[src/aspb_pkg.sv]
`timescale 1ns / 1ps
`default_nettype none
package aspb_pkg;

  localparam int RING_BYTES_DEF = 128;
  localparam int QUEUE_DEPTH    = 2;

  localparam int ADDR_W  = 24;
  localparam int FETCH_W = 25;
  localparam int LEN_W   = 24;
  localparam int RATE_W  = 16;
  localparam int BYTE_W  = 8;
  localparam int COUNT_W = 8;
  localparam int TICK_W  = 8;

  localparam int PUMP_THRESHOLD = 32;
  localparam logic [BYTE_W-1:0] IDLE_SAMPLE = 8'h7F;
  localparam logic [TICK_W-1:0] DIVISOR_RESET = 8'd42;
  localparam logic [TICK_W-1:0] DIVISOR_ZERO_RATE = 8'hFF;

  localparam int TICK_HZ   = 8000000 / 8;
  localparam int DIV_W     = $clog2(TICK_HZ);
  localparam int DIV_NUMER = TICK_HZ - 1;

  typedef enum logic [1:0] {
    ACT_PLAY = 2'd0,
    ACT_BYTE = 2'd1,
    ACT_TICK = 2'd2,
    ACT_PUMP = 2'd3
  } action_e;

  typedef struct packed {
    action_e             action;
    logic                rate_zero;
    logic [ADDR_W-1:0]   start_address;
    logic [LEN_W-1:0]    length;
    logic [RATE_W-1:0]   sample_rate_hz;
    logic [BYTE_W-1:0]   flash_byte;
  } cmd_t;

  typedef struct packed {
    logic               done;
    logic [TICK_W-1:0]  divisor;
  } div_rsp_t;

  typedef enum logic [1:0] {
    ST_IDLE = 2'd0,
    ST_DIV  = 2'd1,
    ST_RESP = 2'd2
  } back_state_e;

endpackage
`default_nettype wire

[src/audio_sample_playback_buffer.sv]
`timescale 1ns / 1ps
`default_nettype none
// Playback buffer for 8-bit PCM audio fed from flash memory.
// The input channel carries one word per event: a play command with start address,
// length and sample rate, a byte returned by flash, a 1 MHz timer tick, or a pump check.
// The output channel returns exactly one word per input word, in order: a sample when
// a sample period ends, a flash read request when one is issued, and the playing flag.
// A two-entry command queue sits between the input decoder and the execution engine,
// and the result sits in an output register, so the input keeps accepting words while
// a result waits to be taken.
// Byte, tick and pump words and play words with a zero rate pass from the queue through
// the response state into the output register. A play word with a nonzero rate first
// waits on a bit-serial divider that produces one quotient bit per cycle. The engine
// handles one word at a time and takes no new word from the queue until the current
// one has been loaded into the output register.
// When the receiver stalls, the result is held and the engine stops after its current
// word; the queue then fills and input ready drops.
// Reset empties the ring and the queue, clears the addresses and the outstanding count,
// and sets the sample divisor to 42. The ring contents are not cleared.
module audio_sample_playback_buffer #(
  parameter int RING_BYTES = aspb_pkg::RING_BYTES_DEF
) (
  input  wire logic                              clk_i,
  input  wire logic                              rst_ni,
  input  wire logic                              in_valid_i,
  output logic                                   in_ready_o,
  input  wire logic [1:0]                        action_i,
  input  wire logic [aspb_pkg::ADDR_W-1:0]       start_address_i,
  input  wire logic [aspb_pkg::LEN_W-1:0]        length_i,
  input  wire logic [aspb_pkg::RATE_W-1:0]       sample_rate_hz_i,
  input  wire logic [aspb_pkg::BYTE_W-1:0]       flash_byte_i,
  output logic                                   out_valid_o,
  input  wire logic                              out_ready_i,
  output logic                                   sample_valid_o,
  output logic [aspb_pkg::BYTE_W-1:0]            sample_o,
  output logic                                   read_request_valid_o,
  output logic [aspb_pkg::ADDR_W-1:0]            read_address_o,
  output logic [aspb_pkg::COUNT_W-1:0]           read_count_o,
  output logic                                   playing_o
);

  logic               cmd_valid;
  aspb_pkg::cmd_t     cmd;
  logic               cmd_pop;
  logic               div_start;
  aspb_pkg::div_rsp_t div_rsp;

  aspb_front u_front (
    .clk_i            (clk_i),
    .rst_ni           (rst_ni),
    .in_valid_i       (in_valid_i),
    .in_ready_o       (in_ready_o),
    .action_i         (action_i),
    .start_address_i  (start_address_i),
    .length_i         (length_i),
    .sample_rate_hz_i (sample_rate_hz_i),
    .flash_byte_i     (flash_byte_i),
    .cmd_valid_o      (cmd_valid),
    .cmd_o            (cmd),
    .cmd_pop_i        (cmd_pop)
  );

  aspb_div u_div (
    .clk_i   (clk_i),
    .rst_ni  (rst_ni),
    .start_i (div_start),
    .rate_i  (cmd.sample_rate_hz),
    .rsp_o   (div_rsp)
  );

  aspb_back #(
    .RING_BYTES (RING_BYTES)
  ) u_back (
    .clk_i                (clk_i),
    .rst_ni               (rst_ni),
    .cmd_valid_i          (cmd_valid),
    .cmd_i                (cmd),
    .cmd_pop_o            (cmd_pop),
    .div_start_o          (div_start),
    .div_rsp_i            (div_rsp),
    .out_valid_o          (out_valid_o),
    .out_ready_i          (out_ready_i),
    .sample_valid_o       (sample_valid_o),
    .sample_o             (sample_o),
    .read_request_valid_o (read_request_valid_o),
    .read_address_o       (read_address_o),
    .read_count_o         (read_count_o),
    .playing_o            (playing_o)
  );

  assert property (@(posedge clk_i) disable iff (!rst_ni)
    out_valid_o |-> !(sample_valid_o && read_request_valid_o))
    else $error("Sample and flash read reported in the same word.");

  assert property (@(posedge clk_i) disable iff (!rst_ni)
    (out_valid_o && read_request_valid_o) |-> (read_count_o != '0))
    else $error("Flash read requested with a zero byte count.");

  assert property (@(posedge clk_i) disable iff (!rst_ni)
    (out_valid_o && !read_request_valid_o) |-> (read_address_o == '0 && read_count_o == '0))
    else $error("Read fields are nonzero without a read request.");

  assert property (@(posedge clk_i) disable iff (!rst_ni)
    (out_valid_o && !sample_valid_o) |-> (sample_o == '0))
    else $error("Sample field is nonzero without a sample.");

endmodule
`default_nettype wire

[src/aspb_front.sv]
`timescale 1ns / 1ps
`default_nettype none
module aspb_front (
  input  wire logic                              clk_i,
  input  wire logic                              rst_ni,
  input  wire logic                              in_valid_i,
  output logic                                   in_ready_o,
  input  wire logic [1:0]                        action_i,
  input  wire logic [aspb_pkg::ADDR_W-1:0]       start_address_i,
  input  wire logic [aspb_pkg::LEN_W-1:0]        length_i,
  input  wire logic [aspb_pkg::RATE_W-1:0]       sample_rate_hz_i,
  input  wire logic [aspb_pkg::BYTE_W-1:0]       flash_byte_i,
  output logic                                   cmd_valid_o,
  output aspb_pkg::cmd_t                         cmd_o,
  input  wire logic                              cmd_pop_i
);

  localparam int PTR_W = $clog2(aspb_pkg::QUEUE_DEPTH);
  localparam int CNT_W = $clog2(aspb_pkg::QUEUE_DEPTH + 1);

  aspb_pkg::cmd_t     queue_q [aspb_pkg::QUEUE_DEPTH];
  aspb_pkg::cmd_t     cmd_in;
  logic [PTR_W-1:0]   wr_ptr_q, wr_ptr_d;
  logic [PTR_W-1:0]   rd_ptr_q, rd_ptr_d;
  logic [CNT_W-1:0]   count_q, count_d;
  logic               push;
  logic               pop;

  always_comb begin
    cmd_in.action         = aspb_pkg::action_e'(action_i);
    cmd_in.rate_zero      = (sample_rate_hz_i == '0);
    cmd_in.start_address  = start_address_i;
    cmd_in.length         = length_i;
    cmd_in.sample_rate_hz = sample_rate_hz_i;
    cmd_in.flash_byte     = flash_byte_i;
  end

  assign in_ready_o  = (count_q != CNT_W'(aspb_pkg::QUEUE_DEPTH));
  assign cmd_valid_o = (count_q != '0);
  assign cmd_o       = queue_q[rd_ptr_q];
  assign push        = in_valid_i && in_ready_o;
  assign pop         = cmd_pop_i && cmd_valid_o;

  always_comb begin
    wr_ptr_d = wr_ptr_q;
    rd_ptr_d = rd_ptr_q;
    count_d  = count_q;
    if (push) begin
      wr_ptr_d = (wr_ptr_q == PTR_W'(aspb_pkg::QUEUE_DEPTH - 1)) ? '0 : wr_ptr_q + 1'b1;
    end
    if (pop) begin
      rd_ptr_d = (rd_ptr_q == PTR_W'(aspb_pkg::QUEUE_DEPTH - 1)) ? '0 : rd_ptr_q + 1'b1;
    end
    if (push && !pop) begin
      count_d = count_q + 1'b1;
    end else if (pop && !push) begin
      count_d = count_q - 1'b1;
    end
  end

  always_ff @(posedge clk_i or negedge rst_ni) begin
    if (!rst_ni) begin
      wr_ptr_q <= '0;
      rd_ptr_q <= '0;
      count_q  <= '0;
    end else begin
      wr_ptr_q <= wr_ptr_d;
      rd_ptr_q <= rd_ptr_d;
      count_q  <= count_d;
    end
  end

  always_ff @(posedge clk_i) begin
    if (push) begin
      queue_q[wr_ptr_q] <= cmd_in;
    end
  end

endmodule
`default_nettype wire

[src/aspb_div.sv]
`timescale 1ns / 1ps
`default_nettype none
module aspb_div (
  input  wire logic                         clk_i,
  input  wire logic                         rst_ni,
  input  wire logic                         start_i,
  input  wire logic [aspb_pkg::RATE_W-1:0]  rate_i,
  output aspb_pkg::div_rsp_t                rsp_o
);

  localparam int DW    = aspb_pkg::DIV_W;
  localparam int RW    = aspb_pkg::RATE_W;
  localparam int CNT_W = $clog2(DW);

  logic              busy_q;
  logic              done_q;
  logic [CNT_W-1:0]  cnt_q;
  logic [DW-1:0]     quo_q;
  logic [RW-1:0]     rem_q;
  logic [RW-1:0]     rate_q;
  logic [RW:0]       shifted;
  logic              ge;
  logic              last;

  assign shifted = {rem_q, quo_q[DW-1]};
  assign ge      = (shifted >= {1'b0, rate_q});
  assign last    = (cnt_q == CNT_W'(DW - 1));

  always_ff @(posedge clk_i or negedge rst_ni) begin
    if (!rst_ni) begin
      busy_q <= 1'b0;
      done_q <= 1'b0;
      cnt_q  <= '0;
    end else begin
      done_q <= busy_q && last;
      if (start_i) begin
        busy_q <= 1'b1;
        cnt_q  <= '0;
      end else if (busy_q) begin
        cnt_q <= cnt_q + 1'b1;
        if (last) begin
          busy_q <= 1'b0;
        end
      end
    end
  end

  always_ff @(posedge clk_i) begin
    if (start_i) begin
      quo_q  <= DW'(aspb_pkg::DIV_NUMER);
      rem_q  <= '0;
      rate_q <= rate_i;
    end else if (busy_q) begin
      rem_q <= ge ? RW'(shifted - {1'b0, rate_q}) : shifted[RW-1:0];
      quo_q <= {quo_q[DW-2:0], ge};
    end
  end

  assign rsp_o.done    = done_q;
  assign rsp_o.divisor = quo_q[aspb_pkg::TICK_W-1:0] + 1'b1;

endmodule
`default_nettype wire

[src/aspb_back.sv]
`timescale 1ns / 1ps
`default_nettype none
module aspb_back #(
  parameter int RING_BYTES = aspb_pkg::RING_BYTES_DEF
) (
  input  wire logic                              clk_i,
  input  wire logic                              rst_ni,
  input  wire logic                              cmd_valid_i,
  input  aspb_pkg::cmd_t                         cmd_i,
  output logic                                   cmd_pop_o,
  output logic                                   div_start_o,
  input  aspb_pkg::div_rsp_t                     div_rsp_i,
  output logic                                   out_valid_o,
  input  wire logic                              out_ready_i,
  output logic                                   sample_valid_o,
  output logic [aspb_pkg::BYTE_W-1:0]            sample_o,
  output logic                                   read_request_valid_o,
  output logic [aspb_pkg::ADDR_W-1:0]            read_address_o,
  output logic [aspb_pkg::COUNT_W-1:0]           read_count_o,
  output logic                                   playing_o
);

  localparam int IDX_W   = $clog2(RING_BYTES);
  localparam int DEPTH_W = $clog2(RING_BYTES + 1);
  localparam int CW      = aspb_pkg::COUNT_W;
  localparam int FW      = aspb_pkg::FETCH_W;
  localparam int USED_W  = ((DEPTH_W > CW) ? DEPTH_W : CW) + 1;

  aspb_pkg::back_state_e state_q, state_d;

  logic [aspb_pkg::BYTE_W-1:0] ring_mem [RING_BYTES];
  logic [aspb_pkg::BYTE_W-1:0] rd_q;

  logic [IDX_W-1:0]            head_q, tail_q;
  logic                        full_q;
  logic [FW-1:0]               fetch_q, end_q;
  logic [CW-1:0]               outst_q;
  logic [aspb_pkg::TICK_W-1:0] div_q, tick_q;

  logic                        res_sv_q, res_pop_q, res_rrv_q;
  logic [aspb_pkg::ADDR_W-1:0] res_addr_q;
  logic [CW-1:0]               res_cnt_q;

  logic                        out_valid_q;
  logic                        out_free;
  logic                        out_load;

  logic [DEPTH_W-1:0]          depth;
  logic [USED_W-1:0]           used;
  logic [DEPTH_W-1:0]          free_sp;
  logic [DEPTH_W-1:0]          free_m1;
  logic [CW-1:0]               play_cnt;
  logic [FW-1:0]               remain;
  logic                        pump_go;
  logic [CW-1:0]               pump_cnt;
  logic [CW-1:0]               issue_cnt;
  logic [CW:0]                 outst_sum;
  logic [CW-1:0]               outst_add;
  logic [IDX_W-1:0]            head_inc, tail_inc;
  logic                        period_end;
  logic                        is_play_div;

  always_comb begin
    if (full_q) begin
      depth = DEPTH_W'(RING_BYTES);
    end else if (head_q >= tail_q) begin
      depth = DEPTH_W'(head_q) - DEPTH_W'(tail_q);
    end else begin
      depth = DEPTH_W'(RING_BYTES) - DEPTH_W'(tail_q) + DEPTH_W'(head_q);
    end
  end

  assign used     = USED_W'(depth) + USED_W'(outst_q);
  assign free_sp  = (used >= USED_W'(RING_BYTES)) ? '0 : DEPTH_W'(USED_W'(RING_BYTES) - used);
  assign free_m1  = (free_sp == '0) ? '0 : free_sp - 1'b1;
  assign play_cnt = (cmd_i.length < aspb_pkg::LEN_W'(free_m1)) ? cmd_i.length[CW-1:0]
                                                               : CW'(free_m1);
  assign remain   = (fetch_q < end_q) ? end_q - fetch_q : '0;
  assign pump_go  = (remain != '0) && (free_sp > DEPTH_W'(aspb_pkg::PUMP_THRESHOLD));
  assign pump_cnt = (remain < FW'(free_m1)) ? remain[CW-1:0] : CW'(free_m1);

  assign issue_cnt = (cmd_i.action == aspb_pkg::ACT_PLAY) ? play_cnt
                   : (pump_go ? pump_cnt : '0);
  assign outst_sum = {1'b0, outst_q} + {1'b0, issue_cnt};
  assign outst_add = outst_sum[CW] ? {CW{1'b1}} : outst_sum[CW-1:0];

  assign head_inc   = (head_q == IDX_W'(RING_BYTES - 1)) ? '0 : head_q + 1'b1;
  assign tail_inc   = (tail_q == IDX_W'(RING_BYTES - 1)) ? '0 : tail_q + 1'b1;
  assign period_end = (tick_q >= div_q);
  assign out_free   = !out_valid_q || out_ready_i;
  assign is_play_div = (cmd_i.action == aspb_pkg::ACT_PLAY) && !cmd_i.rate_zero;

  always_comb begin
    state_d = state_q;
    unique case (state_q)
      aspb_pkg::ST_IDLE: begin
        if (cmd_valid_i) begin
          state_d = is_play_div ? aspb_pkg::ST_DIV : aspb_pkg::ST_RESP;
        end
      end
      aspb_pkg::ST_DIV: begin
        if (div_rsp_i.done) begin
          state_d = aspb_pkg::ST_RESP;
        end
      end
      aspb_pkg::ST_RESP: begin
        if (out_free) begin
          state_d = aspb_pkg::ST_IDLE;
        end
      end
      default: state_d = aspb_pkg::ST_IDLE;
    endcase
  end

  always_comb begin
    cmd_pop_o   = 1'b0;
    div_start_o = 1'b0;
    out_load    = 1'b0;
    unique case (state_q)
      aspb_pkg::ST_IDLE: begin
        cmd_pop_o   = cmd_valid_i;
        div_start_o = cmd_valid_i && is_play_div;
      end
      aspb_pkg::ST_DIV: begin
      end
      aspb_pkg::ST_RESP: begin
        out_load = out_free;
      end
      default: begin
      end
    endcase
  end

  always_ff @(posedge clk_i or negedge rst_ni) begin
    if (!rst_ni) begin
      state_q     <= aspb_pkg::ST_IDLE;
      head_q      <= '0;
      tail_q      <= '0;
      full_q      <= 1'b0;
      fetch_q     <= '0;
      end_q       <= '0;
      outst_q     <= '0;
      div_q       <= aspb_pkg::DIVISOR_RESET;
      tick_q      <= '0;
      out_valid_q <= 1'b0;
    end else begin
      state_q <= state_d;
      if (out_load) begin
        out_valid_q <= 1'b1;
      end else if (out_ready_i) begin
        out_valid_q <= 1'b0;
      end
      if (state_q == aspb_pkg::ST_DIV && div_rsp_i.done) begin
        div_q <= div_rsp_i.divisor;
      end
      if (cmd_pop_o) begin
        unique case (cmd_i.action)
          aspb_pkg::ACT_PLAY: begin
            fetch_q <= FW'(cmd_i.start_address) + FW'(play_cnt);
            end_q   <= FW'(cmd_i.start_address) + FW'(cmd_i.length);
            outst_q <= outst_add;
            if (cmd_i.rate_zero) begin
              div_q <= aspb_pkg::DIVISOR_ZERO_RATE;
            end
          end
          aspb_pkg::ACT_BYTE: begin
            if (!full_q) begin
              head_q <= head_inc;
              full_q <= (head_inc == tail_q);
            end
            if (outst_q != '0) begin
              outst_q <= outst_q - 1'b1;
            end
          end
          aspb_pkg::ACT_TICK: begin
            if (period_end) begin
              tick_q <= '0;
              if (depth != '0) begin
                tail_q <= tail_inc;
                full_q <= 1'b0;
              end
            end else begin
              tick_q <= tick_q + 1'b1;
            end
          end
          aspb_pkg::ACT_PUMP: begin
            if (pump_go) begin
              fetch_q <= fetch_q + FW'(pump_cnt);
              outst_q <= outst_add;
            end
          end
          default: begin
          end
        endcase
      end
    end
  end

  always_ff @(posedge clk_i) begin
    if (cmd_pop_o && cmd_i.action == aspb_pkg::ACT_BYTE && !full_q) begin
      ring_mem[head_q] <= cmd_i.flash_byte;
    end
    if (cmd_pop_o && cmd_i.action == aspb_pkg::ACT_TICK && period_end && depth != '0) begin
      rd_q <= ring_mem[tail_q];
    end
  end

  always_ff @(posedge clk_i) begin
    if (cmd_pop_o) begin
      res_sv_q   <= (cmd_i.action == aspb_pkg::ACT_TICK) && period_end;
      res_pop_q  <= (depth != '0);
      res_rrv_q  <= (issue_cnt != '0) &&
                    (cmd_i.action == aspb_pkg::ACT_PLAY || cmd_i.action == aspb_pkg::ACT_PUMP);
      res_addr_q <= (cmd_i.action == aspb_pkg::ACT_PLAY) ? cmd_i.start_address
                                                         : fetch_q[aspb_pkg::ADDR_W-1:0];
      res_cnt_q  <= issue_cnt;
    end
    if (out_load) begin
      sample_valid_o       <= res_sv_q;
      sample_o             <= !res_sv_q ? '0 : (res_pop_q ? rd_q : aspb_pkg::IDLE_SAMPLE);
      read_request_valid_o <= res_rrv_q;
      read_address_o       <= res_rrv_q ? res_addr_q : '0;
      read_count_o         <= res_rrv_q ? res_cnt_q : '0;
      playing_o            <= (depth != '0) || (fetch_q < end_q);
    end
  end

  assign out_valid_o = out_valid_q;

endmodule
`default_nettype wire
[config.mk]
export PLATFORM = sky130hd
export DESIGN_NAME = audio_sample_playback_buffer
export DESIGN_NICKNAME = d
export VERILOG_FILES = /design/src/aspb_pkg.sv /design/src/audio_sample_playback_buffer.sv /design/src/aspb_front.sv /design/src/aspb_div.sv /design/src/aspb_back.sv
export SDC_FILE = /design/constraint.sdc
export NUM_CORES = 2
export LEC_CHECK = 0
export BUFFER_PORTS_ARGS = -buffer_cell sky130_fd_sc_hd__clkbuf_2
export CORE_MARGIN = 8
export CORE_UTILIZATION = 40
export DETAILED_ROUTE_END_ITERATION = 8
export MAX_ROUTING_LAYER = met4
export PLACE_DENSITY_LB_ADDON = 0.25
export REMOVE_ABC_BUFFERS = 1
export SLEW_MARGIN = 30
export SYNTH_ARGS = -nofsm -noshare
export SYNTH_HDL_FRONTEND = slang
export SYNTH_HIERARCHICAL = 1
export SYNTH_SLANG_ARGS = --single-unit
export TNS_END_PERCENT = 20
[constraint.sdc]
create_clock -name clk_i -period 9.96 [get_ports clk_i]
set_input_delay 0.498 -clock clk_i [delete_from_list [all_inputs] [get_ports clk_i]]
set_output_delay 0.498 -clock clk_i [all_outputs]
set_load 0.05 [all_outputs]
==> metrics.md <==
| Metric | Value |
|---|---|
| Status | `completed` |
| Max_slew headroom | `33.72%` |
| Power, Total | `23.93 mW` |
| Detail Placement HPWL | `93200 µm` |
| Drt wl/cell | `23.48 µm` |
| Reg2Reg Depth | `50` |
| Worst setup path class | `reg -> reg` |
| Skew-Pair Late Insertion Delay | `0.80 ns` |
| Fraction of layout cells with a size suffix above 1 | `21.64%` |
| Top FF cell, synth | `edfxtp_1` |
| Cells after synthesis | `3767` |
| Final Hold Viols | `0` |
| Starting Density | `40.18%` |
| Synthesis-to-layout area growth | `14.08%` |
| Data required, critical path | `10.58 ns` |
| Pin count of the biggest net entering global routing | `128` |
| TritonCTS Sinks | `1415` |
| DRC errors left | `0` |
| GR Overflow Total | `0` |
| CTS tree | `built` |
| Leak pwr | `23.83 nW` |
| Row count | `144` |
| Yosys warns | `6` |
| Drt pass-1 iters | `5` |
| Vias in the first global route | `34.33k` |
| Die X-Extent | `409.1 µm` |
| Avg Cell Area, Syn | `16.41 µm²` |
| CP most frequent cell | `ha_1` |
| Final Cycle Share | `93.54%` |
| EDFF count, synth | `1276` |
| Crit-path slowest cell | `dfrtp_2` |
| Fin cells | `6174` |
| DIE HEIGHT | `409.1 µm` |
| Final RePlAce weighted congestion | `0.8624` |
| Global-route wire length before repair | `220100 µm` |
| Post-synthesis sequential area ratio | `67.32%` |
| Worst Tran Pin Value | `0.9942 ns` |
| Final #Nets | `4229` |
| Crit end category | `flip-flop` |
| Clk slew on worst S/H paths | `0.06 ns` |
| Final core occ | `45.83%` |
| Vias per std cell | `5.496` |
| Yosys reg bits | `1415` |
| Buffers on Ports | `122` |
| Final setup violation count | `0` |
| Cell variety after synth | `105` |
| Highest Clock Rate | `107.3 MHz` |
| Slew Limit Fails | `0` |
| CTS Buffer Depth | `3` |
| Crit path arrival time | `9.94 ns` |
| Routed WL | `145000 µm` |
| Final min period | `9.317 ns` |
| Synthesized area | `61820 µm²` |
| Element type at the critical path start | `flip-flop` |
| VDD IR-drop max | `338.7 µV` |
| Yosys top cell area share | `61.98%` |
| Vias | `33.93k` |
| CP peak stage delay | `0.47 ns` |
| Clock Skew | `0.05427 ns` |
| Num ports | `123` |
| Number of max-cap violations | `0` |
| Ys async rst share | `7.279%` |
| Core box area | `153900 µm²` |
| Hold crit path type | `in -> reg` |
| Yosys top cell by area | `edfxtp_1` |
| WHS Path Cells | `3` |
| Placed instance count | `5815` |
| CP Max Fanout | `9` |
| H-tree levels | `4` |
| CTS buffer count | `149` |
| Pwr dens | `339.3 nW/µm²` |
| Iter 0 DRT Violations | `3133` |
| Synth top area cells | `edfxtp_1 (62%), mux4_2 (12%), dfrtp_1 (4.0%)` |
| Antenna violations before repair | `3` |
| Die Area | `167400 µm²` |
| Final antenna-violating net count | `0` |
| Clock root buffer | `clkbuf_16` |
| GRT Resource Usage Total | `17.49%` |
==> synth_stat cells, drive strengths merged, types with 14 or more instances <==
| master | n |
|---|---|
| inv | 131 |
| o31ai | 19 |
| mux2i | 37 |
| a21oi | 127 |
| and3 | 21 |
| nand2b | 25 |
| clkbuf | 113 |
| o21ai | 152 |
| nand4 | 27 |
| a211oi | 21 |
| o211ai | 21 |
| dfrtp | 100 |
| dfxtp | 36 |
| mux2 | 86 |
| nand2 | 226 |
| and2 | 47 |
| ha | 139 |
| a31oi | 14 |
| nor3 | 38 |
| nor4 | 15 |
| edfxtp | 1276 |
| o21bai | 21 |
| nor2b | 21 |
| buf | 53 |
| xor2 | 45 |
| xnor2 | 77 |
| mux4 | 328 |
| or3 | 18 |
| a21o | 34 |
| nor2 | 276 |
| nand3 | 67 |
| o22ai | 21 |
==> final timing paths <==
check	start	end	slack (ns)
max in group asynchronous	rst_ni	u_front/rd_ptr_q	8.23
setup reg to reg	u_back/head_q[0]	u_back/fetch_q[20]	0.64
min in group asynchronous	rst_ni	u_back/div_q[4]	0.31
setup / recovery	u_back/head_q[0]	u_back/fetch_q[20]	0.64
hold / removal	in_valid_i	u_front/wr_ptr_q	0.11
hold reg to reg	u_div/quo_q[18]	u_div/quo_q[18]	0.48
==> metrics by stage <==
stage               setup WS, ns  hold WS [ns]  setup TNS, ns  area, µm²
floorplan                 -8.464        0.2024        -402.86      61130
CTS                       0.2390       0.03564              0      70350
global placement          0.5547        0.4542              0      64750
global route            -0.02452       0.09383       -0.05212      70520
finish                    0.6430        0.1130              0      70520
detailed placement        0.2924        0.4635              0      64800
==> sequential cells by signal, indices dropped and copies added, names as in the netlist, 7 cells and up <==
name,count
u_back/fetch_q,25
u_back/sample_o,8
u_back/div_q,8
u_back/read_count_o,8
u_back/res_addr_q,24
u_back/read_address_o,24
u_back/rd_q,8
u_div/rate_q,16
u_back/end_q,25
u_div/quo_q,20
u_front/queue_q,150
u_back/tick_q,8
u_back/ring_mem,1024
u_back/outst_q,8
u_back/head_q,7
u_back/res_cnt_q,8
u_back/tail_q,7
u_div/rem_q,16
==> worst max-delay path, delay by kind of cell, from the launching register on <==
kind / cells / cell delay [ns]
AOI/OAI and AO/OA: 21 / 3.73
xor gates and xnor gates: 1 / 0.14
adders and majority gates: 7 / 1.91
buffers and inverters: 5 / 0.47
DFF: 1 / 0.47
muxes: 1 / 0.09
and+or+nand+nor: 15 / 2.33
==> cell families after synthesis <==
kind of cell | Yosys count | share of synthesized area [%]
muxes | 451 | 14.36
xor gates and xnor gates | 123 | 1.807
and+or+nand+nor | 824 | 6.250
DFF | 1415 | 67.32
AOI/OAI and AO/OA | 508 | 5.260
adders and majority gates | 147 | 3.072
buffers and inverters | 299 | 1.931
==> repair_timing <==
action	4_1_cts	5_1_grt
setup endpoints to repair	0	26
buffers inserted	0	6
hold buffers	75	0
endpoints found under the hold margin	190	0
gates resized for setup	0	28
==> power breakdown <==
part | internal, mW | switching (mW)
registers | 7.76 | 0.378
logic | 4.04 | 6.38
clock network | 3.00 | 2.37
==> layout make-up <==
cell class	count	area, µm²
Timing Repair Buffer	252	1824
Tap cell	2044	2557
Inverter	133	500.5
Multi-Input combinational cell	2053	19200
Clock buffer	192	3961
Fill cell	13210	83340
Sequential cell	1415	41640
Antenna cell	3	7.507
Clock inverter	82	834.6
==> metal layers <==
layer	up-vias	GRT usage (%)	share of wire, %
li1	15270	-	-
met1	17460	23.53	43
met2	990	27.60	48
met3	207	3.300	6.1
met4	0	4.519	2.1
met5	-	-	0
==> layout by cell type (no fill, tap or decap), drive strengths merged, types with 14 or more instances in the layout <==
master,n
nand2,226
a211oi,21
ha,139
o21bai,21
nor2,276
nor4,15
and3,21
xnor2,77
or3,18
o21ai,152
mux2,86
clkinv,71
mux2i,37
o22ai,21
clkbuf,313
a21o,34
dfrtp,100
xor2,45
a31oi,14
buf,56
o31ai,19
dfxtp,36
nor2b,21
and2,47
edfxtp,1276
dlygate4sd3,75
o211ai,21
nor3,38
mux4,328
a21oi,127
nand2b,25
nand3,67
nand4,27
inv,136
Note: power is estimated with default switching activity, not from simulation.
